===== config.mk =====
export PLATFORM = sky130hd
export DESIGN_NAME = tgrvr_ctrl
export DESIGN_NICKNAME = d
export VERILOG_FILES = /design/src/hw/rtl/tgrvr_pkg.sv /design/src/hw/rtl/tgrvr_ctrl.sv
export SDC_FILE = /design/constraint.sdc
export NUM_CORES = 1
export LEC_CHECK = 0
export ABC_AREA = 1
export BUFFER_PORTS_ARGS = -buffer_cell sky130_fd_sc_hd__buf_2
export CORE_UTILIZATION = 41
export CTS_BUF_LIST = sky130_fd_sc_hd__clkbuf_16
export DETAILED_ROUTE_END_ITERATION = 10
export HOLD_SLACK_MARGIN = 0.12
export PLACE_DENSITY = 0.75
export SYNTH_ARGS = -nofsm -noshare
export SYNTH_HDL_FRONTEND = slang
export SYNTH_SLANG_ARGS = --single-unit

===== constraint.sdc =====
create_clock -name clk -period 1.3 [get_ports clk]
set_input_delay 0 -clock clk [delete_from_list [all_inputs] [get_ports clk]]
set_output_delay 0 -clock clk [all_outputs]
set_load 0.05 [all_outputs]

===== src/hw/rtl/tgrvr_pkg.sv =====
// ----------------------------------------------------------------------------
// tgrvr_pkg
// Shared types and constants of the two-group running variance ratio block.
// ----------------------------------------------------------------------------
`default_nettype none

package tgrvr_pkg;

  // fixed widths of the arithmetic
  localparam int unsigned MEAN_W  = 32;
  localparam int unsigned SUM_W   = 64;
  localparam int unsigned CNT_W   = 32;
  localparam int unsigned HI_W    = 21;
  localparam int unsigned SMP_W   = 16;
  localparam int unsigned RATIO_W = 32;
  localparam int unsigned PIDX_W  = 6;
  localparam int unsigned DIVN_W  = 80;  // dividend of the shared divider
  localparam int unsigned DIVD_W  = 64;  // divisor of the shared divider
  localparam int unsigned DIVC_W  = 7;   // iteration count

  localparam logic [HI_W-1:0]  HI_RESET = 21'd500;
  localparam logic [CNT_W-1:0] CNT_MAX  = '1;

  // controller states
  typedef enum logic [3:0] {
    S_IDLE,
    S_RD,
    S_DST,
    S_DIV1,
    S_DIV2,
    S_END,
    S_MOD,
    S_CPR,
    S_CPW,
    S_CHK,
    S_ERD,
    S_EDIV,
    S_EWAIT,
    S_EOUT
  } state_t;

  // what the shared divider is working on
  typedef enum logic [1:0] {
    DIV_MEAN,
    DIV_SUM,
    DIV_MOD,
    DIV_RATIO
  } div_sel_t;

  typedef struct packed {
    logic     accept;
    logic     upd_load;
    logic     lat_delta;
    logic     mul;
    logic     div_start;
    div_sel_t div_sel;
    logic     lat_qd;
    logic     wr_upd;
    logic     idx_clr;
    logic     idx_inc;
    logic     cp_rd;
    logic     cp_wr;
    logic     set_snap;
    logic     clr_snap;
    logic     em_rd;
    logic     out_load;
  } cmd_t;

  typedef struct packed {
    logic n_le1;
    logic last_pt;
    logic mod_ok;
    logic div_done;
    logic rem_zero;
    logic emit_ok;
    logic idx_last;
    logic den_zero;
  } sts_t;

endpackage

`default_nettype wire


===== src/hw/rtl/tgrvr_ctrl.sv =====
// ----------------------------------------------------------------------------
// tgrvr_ctrl
// Controller: sequences update, snapshot copy and ratio emission.
// ----------------------------------------------------------------------------
`default_nettype none

module tgrvr_ctrl (
  input  wire logic            clk,
  input  wire logic            rst_n,
  input  wire logic            in_valid,
  output logic                 in_ready,
  output logic                 out_valid,
  input  wire logic            out_ready,
  output tgrvr_pkg::cmd_t      cmd,
  input  wire tgrvr_pkg::sts_t sts
);

  tgrvr_pkg::state_t state_r, state_nxt;

  always_ff @(posedge clk) begin
    if (!rst_n) begin
      state_r <= tgrvr_pkg::S_IDLE;
    end else begin
      state_r <= state_nxt;
    end
  end

  // next state
  always_comb begin
    state_nxt = state_r;
    case (state_r)
      tgrvr_pkg::S_IDLE:  if (in_valid) state_nxt = tgrvr_pkg::S_RD;
      tgrvr_pkg::S_RD:    state_nxt = sts.n_le1 ? tgrvr_pkg::S_END : tgrvr_pkg::S_DST;
      tgrvr_pkg::S_DST:   state_nxt = tgrvr_pkg::S_DIV1;
      tgrvr_pkg::S_DIV1:  if (sts.div_done) state_nxt = tgrvr_pkg::S_DIV2;
      tgrvr_pkg::S_DIV2:  if (sts.div_done) state_nxt = tgrvr_pkg::S_END;
      tgrvr_pkg::S_END: begin
        if (!sts.last_pt) begin
          state_nxt = tgrvr_pkg::S_IDLE;
        end else begin
          state_nxt = sts.mod_ok ? tgrvr_pkg::S_MOD : tgrvr_pkg::S_CHK;
        end
      end
      tgrvr_pkg::S_MOD: begin
        if (sts.div_done) begin
          state_nxt = sts.rem_zero ? tgrvr_pkg::S_CPR : tgrvr_pkg::S_CHK;
        end
      end
      tgrvr_pkg::S_CPR:   state_nxt = tgrvr_pkg::S_CPW;
      tgrvr_pkg::S_CPW:   state_nxt = sts.idx_last ? tgrvr_pkg::S_CHK : tgrvr_pkg::S_CPR;
      tgrvr_pkg::S_CHK:   state_nxt = sts.emit_ok ? tgrvr_pkg::S_ERD : tgrvr_pkg::S_IDLE;
      tgrvr_pkg::S_ERD:   state_nxt = tgrvr_pkg::S_EDIV;
      tgrvr_pkg::S_EDIV:  state_nxt = sts.den_zero ? tgrvr_pkg::S_EOUT : tgrvr_pkg::S_EWAIT;
      tgrvr_pkg::S_EWAIT: if (sts.div_done) state_nxt = tgrvr_pkg::S_EOUT;
      tgrvr_pkg::S_EOUT: begin
        if (out_ready) begin
          state_nxt = sts.idx_last ? tgrvr_pkg::S_IDLE : tgrvr_pkg::S_ERD;
        end
      end
      default:            state_nxt = tgrvr_pkg::S_IDLE;
    endcase
  end

  // outputs
  always_comb begin
    cmd       = '0;
    cmd.div_sel = tgrvr_pkg::DIV_MEAN;
    in_ready  = 1'b0;
    out_valid = 1'b0;
    case (state_r)
      tgrvr_pkg::S_IDLE: begin
        in_ready   = 1'b1;
        cmd.accept = in_valid;
      end
      tgrvr_pkg::S_RD: begin
        cmd.upd_load  = sts.n_le1;
        cmd.lat_delta = 1'b1;
      end
      tgrvr_pkg::S_DST: begin
        cmd.div_start = 1'b1;
        cmd.mul       = 1'b1;
      end
      tgrvr_pkg::S_DIV1: begin
        cmd.div_sel   = tgrvr_pkg::DIV_SUM;
        cmd.lat_qd    = sts.div_done;
        cmd.div_start = sts.div_done;
      end
      tgrvr_pkg::S_DIV2: begin
        cmd.wr_upd = sts.div_done;
      end
      tgrvr_pkg::S_END: begin
        cmd.div_sel   = tgrvr_pkg::DIV_MOD;
        cmd.div_start = sts.last_pt & sts.mod_ok;
      end
      tgrvr_pkg::S_MOD: begin
        cmd.idx_clr = sts.div_done & sts.rem_zero;
      end
      tgrvr_pkg::S_CPR: begin
        cmd.cp_rd = 1'b1;
      end
      tgrvr_pkg::S_CPW: begin
        cmd.cp_wr    = 1'b1;
        cmd.idx_inc  = ~sts.idx_last;
        cmd.set_snap = sts.idx_last;
      end
      tgrvr_pkg::S_CHK: begin
        cmd.clr_snap = sts.emit_ok;
        cmd.idx_clr  = sts.emit_ok;
      end
      tgrvr_pkg::S_ERD: begin
        cmd.em_rd = 1'b1;
      end
      tgrvr_pkg::S_EDIV: begin
        cmd.div_sel   = tgrvr_pkg::DIV_RATIO;
        cmd.div_start = ~sts.den_zero;
        cmd.out_load  = sts.den_zero;
      end
      tgrvr_pkg::S_EWAIT: begin
        cmd.out_load = sts.div_done;
      end
      tgrvr_pkg::S_EOUT: begin
        out_valid   = 1'b1;
        cmd.idx_inc = out_ready & ~sts.idx_last;
      end
      default: begin
        cmd = '0;
      end
    endcase
  end

  // a result is never offered while a request is being taken
  a_excl: assert property (@(posedge clk) disable iff (!rst_n) !(in_ready && out_valid))
    else $error("input and output handshakes overlap");

  // a started division clears the done flag on the next edge
  a_div_restart: assert property (@(posedge clk) disable iff (!rst_n)
    cmd.div_start |=> !sts.div_done)
    else $error("divider done not cleared by start");

  // a stalled result stays offered
  a_out_hold: assert property (@(posedge clk) disable iff (!rst_n)
    (out_valid && !out_ready) |=> out_valid)
    else $error("result dropped while stalled");

  // snapshot copy only follows a finished modulo test
  a_copy_entry: assert property (@(posedge clk) disable iff (!rst_n)
    (state_r == tgrvr_pkg::S_CPR && $past(state_r) == tgrvr_pkg::S_MOD)
      |-> $past(sts.div_done && sts.rem_zero))
    else $error("snapshot copy without a multiple of the interval");

endmodule

`default_nettype wire


Word-level counts from Yosys, hierarchy flattened
Cells that the tools add are included.

storage, ports and cells
  register bits = 4
  bits of input ports = 12
  logic and storage cells = 58

cells by class
  eq/ne operators = 19
  multiplexer cells = 31
  bitwise logic cells = 5
  reductions and logical operators = 2

operator list
  operator            number
  $pmux 4 s14         1
  $mux 4              12
  $eq 4x4->1 const B  6
  $eq 4x3->1 const B  4
  $ne 2x2->1 const B  6
  $mux 1              10
  $eq 4x2->1 const B  2
  $pmux 1 s2          3
  $pmux 2 s3          1
  $reduce_and 6->1    1
  $eq 4x1->1 const B  1
  $logic_not 4->1     1
  $mux 2              2
  $pmux 1 s4          1
  $and 1x1->1         3
  $mux 3              1
  $not 1->1           2

Longest topological paths before layout
Gate-level depths: netlist of the first run.

  depth in word-level cells = 3
  depth in mapped cells = 10
  gate-level depth less buffers = 9

Worst setup path after synthesis of the first run
OpenSTA, ideal clock, no wires.

  kind = flip-flop to output port
  start point = register state_r[0]
  end point = output port cmd[6] (netlist bit)
  data arrival time = 1.886 ns
  required time = 1.300 ns
  setup slack = -0.586 ns
  cell stages (with the launch flop) = 5
  cell sequence = dfxtp_1 > inv_2 > nor2_4 > nand3_1 > o21ai_0

RTL lines
  element                   line              RTL
  start: declaration        tgrvr_ctrl.sv:18  tgrvr_pkg::state_t state_r, state_nxt;
  start signal: assignment  tgrvr_ctrl.sv:22  state_r <= tgrvr_pkg::S_IDLE;
  start signal: assignment  tgrvr_ctrl.sv:24  state_r <= state_nxt;
  end: declaration          tgrvr_ctrl.sv:14  output tgrvr_pkg::cmd_t cmd,

==> flow_summary.json, run 1 <==
{
  "status": "complete, but fails checks",
  "violations": "negative setup slack",
  "rsz0062_at_grt": "true",
  "maxSlewViolCount": 0,
  "r2r_cells": 9,
  "register_area_um2": 95.09,
  "place.gp.congestion": 0.8807,
  "final_nets": 190,
  "fin_skew_ns": 0.004259,
  "peakVddDrop_v": 0.002223,
  "coreArea_um2": 1506,
  "final_cells": 192,
  "grt.overflow.total": 0,
  "synth_nets": 137,
  "start_util_pct": 43.77,
  "drt_iter0_markers": 73,
  "reg_top3": "state_r: 4 flops",
  "grt_pass1_wl_um": 4043,
  "drive_gt1_share_pct": 63.64,
  "finalHoldViolations": 0,
  "diodes": 0,
  "root_buffer": "clkbuf_16",
  "ys_seq_area_share_pct": 12.14,
  "setup_tns_ns": -1.534,
  "area_growth_pct": 110.1,
  "mostFrequentLayoutCell": "nand2_1",
  "num_vias": 1110,
  "timing.rr.start": "state_r[1]",
  "min_period_over_period_pct": 115.5,
  "cp.arrival_ns": 1.50,
  "max_clock_freq_mhz": 666.0,
  "fill_cells": 59,
  "wl_per_cell_um": 17.47,
  "relSlewSlack_pct": 81.97,
  "io_pins": 31,
  "timing.critical_path.to": "cmd[6]",
  "place_inst": 185,
  "dp_hpwl_um": 1631,
  "worstMarginPinSlew_ns": 0.2699,
  "syn-mean-instance-area_um2": 5.275,
  "synthCells": 125,
  "antenna_found_initial": 0,
  "first_pass_iters": 4,
  "rr_endpoint": "state_r[2]",
  "cp.required_ns": 1.30,
  "clk_latency_ns": 0.23,
  "fp-row-count": 14,
  "drc": 0,
  "multi_input_area_um2": 659.4,
  "drt_wl_total_um": 3355,
  "final_cell_mix": "nand2_1 (25), buf_6 (17), inv_1 (14), buf_2 (13), buf_4 (13)",
  "setup_viol": 15,
  "largest_register_ffs": 4,
  "io_buffers": 30,
  "reg2reg_slack_ns": -0.15,
  "power_density_nw_per_um2": 1873,
  "netlist-cell-type-count": 20,
  "final.setup.worst_slack_ns": -0.2015,
  "endpoint_kind": "output port",
  "cts_max_level": 1,
  "place_area_um2": 1012,
  "ys_ff_latch": 4,
  "via_per_inst": 5.781,
  "clockBufferDepth": 2,
  "die_area_um2": 1772,
  "antenna_left": 0,
  "crit_path_start_kind": "flop",
  "path_clk_slew_ns": 0.03,
  "stdcell_area_um2": 1385,
  "grt_max_degree": 9,
  "pre_cts_ws_ns": -0.07612,
  "crit_fanout": 6,
  "fin_util_pct": 91.94,
  "die_h_um": 42.10,
  "grt_pass1_vias": 912,
  "synthesis.area_um2": 659.4,
  "yosysWarnings": 0,
  "finalCriticalPeriod_ns": 1.501,
  "grtUsageTotal_pct": 29.79,
  "largest_register": "state_r",
  "cellLeakagePower_nw": 0.7625,
  "crit_start": "state_r[1]",
  "crit_type": "flop to output port",
  "hp-class": "primary input to flop",
  "cts_tree": "yes",
  "numCtsBuffers": 3,
  "maxCapViolations": 0,
  "die_w_um": 42.10,
  "clock-sinks": 4
}
area by class of cell:
class / instances / area share [%]
clock buffer: 3 / 5.420
inverter: 25 / 7.136
multi-input combinational: 95 / 47.61
sequential: 4 / 6.865
tap: 16 / 1.445
timing repair buffer: 49 / 31.53
power by group:
| part | total [mW] | internal (mW) | switching, mW |
|---|---|---|---|
| Sequential | 0.274 | 0.181 | 0.0936 |
| Combinational | 1.83 | 0.642 | 1.19 |
| Clock | 0.487 | 0.394 | 0.0930 |
critical path, stage by stage, from the launching register on:
cell and delay (ns):
dfxtp_4 0.36, buf_6 0.12, nor2_4 0.24, nand3_2 0.17
o21ai_2 0.21, buf_6 0.19
worst min path at each step:
stage | startpoint | end | slack (ns) | depth (start not counted)
after global routing | sts[7] | state_r[1] | 0.35 | 8
after CTS | sts[3] | state_r[3] | 0.23 | 6
final | sts[7] | state_r[1] | 0.30 | 8
after floorplan | rst_n | state_r[0] | 0.16 | 2
after detailed placement | rst_n | state_r[1] | 0.29 | 3
after global placement | rst_n | state_r[3] | 0.29 | 3
cells in the mapped netlist (all sizes together):
cell type	instances	area, um2
inv	24	90.09
o22ai	1	6.260
o221ai	1	8.760
nand3b	2	15.01
nand2	42	172.7
nand3	14	85.08
nor3	3	26.28
o21ai	3	15.01
clkinv	1	3.750
buf	1	7.510
dfxtp	4	80.08
nor2	25	128.9
a21oi	4	20.02
cells by family (layout without fill, tap and decap cells):
group / after synthesis / count (layout) / share of synthesized area, %
and+or+nand+nor: 86 / 86 / 64.90
DFF: 4 / 4 / 12.14
buffers and inverters: 26 / 77 / 15.37
AOI/OAI and AO/OA: 9 / 9 / 7.590
through the flow:
stage               power [mW]  hold WS (ns)
CTS                      2.344        0.2268
global placement         1.601        0.2901
finish                   2.595        0.3029
detailed placement       1.623        0.2894
global route             2.688        0.3531
floorplan                1.280        0.1631
routing by layer:
| metal | track usage [%] | wire length, um | vias up |
|---|---|---|---|
| met3 | 13.79 | 354 | 24 |
| met1 | 32.72 | 1198 | 493 |
| met2 | 50.94 | 1624 | 105 |
| met5 | 0 | 0 | - |
| li1 | - | - | 488 |
| met4 | 9.375 | 177 | 0 |
what timing repair did:
item                                   4_1_cts  5_1_grt
resized for setup                           50       31
hold buffers                                 1        0
endpoints found under the hold margin        4        0
setup endpoints to repair                   21       21
pin swaps                                    9       12
buffers inserted                             2        2
Note: power is estimated with default switching activity, not from simulation.
==> inputs of run 2 (changes only) <==
--- a/config.mk
+++ b/config.mk
@@ -9,9 +9,11 @@
 export BUFFER_PORTS_ARGS = -buffer_cell sky130_fd_sc_hd__buf_2
 export CORE_UTILIZATION = 41
 export CTS_BUF_LIST = sky130_fd_sc_hd__clkbuf_16
+export CTS_CLUSTER_DIAMETER = 40
 export DETAILED_ROUTE_END_ITERATION = 10
 export HOLD_SLACK_MARGIN = 0.12
 export PLACE_DENSITY = 0.75
+export REMOVE_ABC_BUFFERS = 1
 export SYNTH_ARGS = -nofsm -noshare
 export SYNTH_HDL_FRONTEND = slang
 export SYNTH_SLANG_ARGS = --single-unit
==> flow_summary.json, run 2 (synthesized netlist as in run 1, its figures left out) <==
{
  "die_w_um": 42.10,
  "maxCapViolations": 0,
  "rsz0062_at_grt": "true",
  "cp.required_ns": 1.30,
  "relSlewSlack_pct": 76.63,
  "finalCriticalPeriod_ns": 1.495,
  "final_cell_mix": "nand2_1 (31), buf_6 (16), inv_1 (15), nor2_1 (15), buf_2 (14)",
  "io_pins": 31,
  "peakVddDrop_v": 0.001981,
  "reg2reg_slack_ns": -0.14,
  "final_nets": 187,
  "die_area_um2": 1772,
  "via_per_inst": 5.503,
  "cts_max_level": 1,
  "coreArea_um2": 1506,
  "timing.rr.start": "state_r[2]",
  "diodes": 0,
  "start_util_pct": 43.77,
  "root_buffer": "clkbuf_16",
  "die_h_um": 42.10,
  "numCtsBuffers": 3,
  "cp.arrival_ns": 1.49,
  "r2r_cells": 9,
  "largest_register_ffs": 4,
  "finalHoldViolations": 0,
  "status": "complete, but fails checks",
  "maxSlewViolCount": 0,
  "path_clk_slew_ns": 0.03,
  "violations": "negative setup slack",
  "critPathMaxStageDelay_ns": 0.37,
  "clk_latency_ns": 0.22,
  "power_density_nw_per_um2": 2006,
  "fin_skew_ns": 0.0009657,
  "setup_viol": 17,
  "drive_gt1_share_pct": 52.60,
  "antenna_found_initial": 0,
  "first_pass_iters": 4,
  "crit_type": "flop to output port",
  "reg_top3": "state_r: 4 flops",
  "fp-row-count": 14,
  "grtUsageTotal_pct": 24.17,
  "area_growth_pct": 88.80,
  "crit_path_start_kind": "flop",
  "drc": 0,
  "slowest_stage": "dfxtp_4",
  "pre_cts_ws_ns": -0.1210,
  "final.setup.worst_slack_ns": -0.1949,
  "clock-sinks": 4,
  "grt.overflow.total": 0,
  "place_inst": 176,
  "clockBufferDepth": 2,
  "hold_start": "sts[6]",
  "min_path_cells": 7,
  "grt_pass1_vias": 810,
  "p_total_mw": 2.498,
  "crit_start": "state_r[1]",
  "worstMarginPinSlew_ns": 0.3479,
  "hp-class": "primary input to flop",
  "whs_endpoint": "state_r[0]",
  "io_buffers": 30,
  "wl_per_cell_um": 14.97,
  "max_clock_freq_mhz": 668.9,
  "place.gp.congestion": 0.9237,
  "grt_pass1_wl_um": 3367,
  "min_period_over_period_pct": 115.0,
  "endpoint_kind": "output port",
  "largest_register": "state_r",
  "drt_wl_total_um": 2829,
  "dp_hpwl_um": 1563,
  "cts_tree": "yes",
  "grt_max_degree": 10,
  "final_cells": 189,
  "mostFrequentLayoutCell": "nand2_1",
  "worstPathCellList": "nor2_4 -> inv_1 -> nor3_1 -> buf_4",
  "antenna_left": 0,
  "rr_endpoint": "state_r[3]",
  "num_vias": 1040,
  "drt_iter0_markers": 50,
  "crit_fanout": 8,
  "cellLeakagePower_nw": 0.7320
}
[run 2: cell count changes in the layout (fill, tap and decap cells not counted), sizes merged]
cell | previous run | this run
buf | 47 | 45
clkbuf | 4 | 3
[run 2: timing repair]
item                                    CTS  global route
hold buffers                              1             0
endpoints found under the setup margin   21            19
cloned                                    0             0
endpoints found under the hold margin     4             0
pin swaps                                11            15
setup buffers                             2             7
gates resized for setup                  35            39
[run 2: layer usage]
layer | up-vias | global-route usage [%] | part of all wire [%]
met3 | 14 | 3.017 | 6.5
met1 | 475 | 29.55 | 38
li1 | 483 | - | -
met5 | - | 0 | 0
met4 | 0 | 9.375 | 3.3
met2 | 68 | 42.81 | 52
[run 2: per-stage QoR]
| stage | instance area, um2 | util [%] | setup TNS, ns | hold WS [ns] |
|---|---|---|---|---|
| 3_3_place_gp | 867.1 | 57.56 | -0.3847 | 0.2793 |
| 6_report | 1245 | 82.64 | -1.465 | 0.3067 |
| 3_5_place_dp | 867.1 | 57.56 | -0.5257 | 0.2910 |
| 2_1_floorplan | 651.9 | - | -3.579 | 0.1706 |
| 5_1_grt | 1245 | 82.64 | -2.279 | 0.3414 |
| 4_1_cts | 1062 | 70.52 | -0.2320 | 0.2800 |
[run 2: critical path, delay by kind of cell (launching register included)]
family / cells / cell delay (ns)
flops: 1 / 0.37
simple gates: 2 / 0.52
buf+inv: 2 / 0.39
[run 2: final cells by class]
| type | instances | area (um2) |
|---|---|---|
| fill | 89 | 261.5 |
| clock buffer | 3 | 75.07 |
| multi-input combinational | 95 | 553.0 |
| inverter | 25 | 101.3 |
| sequential | 4 | 95.09 |
| tap | 16 | 20.02 |
| timing repair buffer | 46 | 400.4 |
[run 2: power by group]
part	total [mW]	internal (mW)	switching [mW]	leakage, nW
registers	0.296	0.181	0.114	0.0356
clock network	0.468	0.392	0.0757	0.0370
logic	1.73	0.660	1.07	0.659
total	2.50	1.23	1.26	0.732
[run 2: how the worst max path moves through the flow]
stage                       to  cells after the start
floorplan               cmd[7]                      4
global placement    state_r[2]                      8
detailed placement  state_r[3]                      8
CTS                    cmd[12]                      7
global route            cmd[4]                      4
finish                  cmd[4]                      4
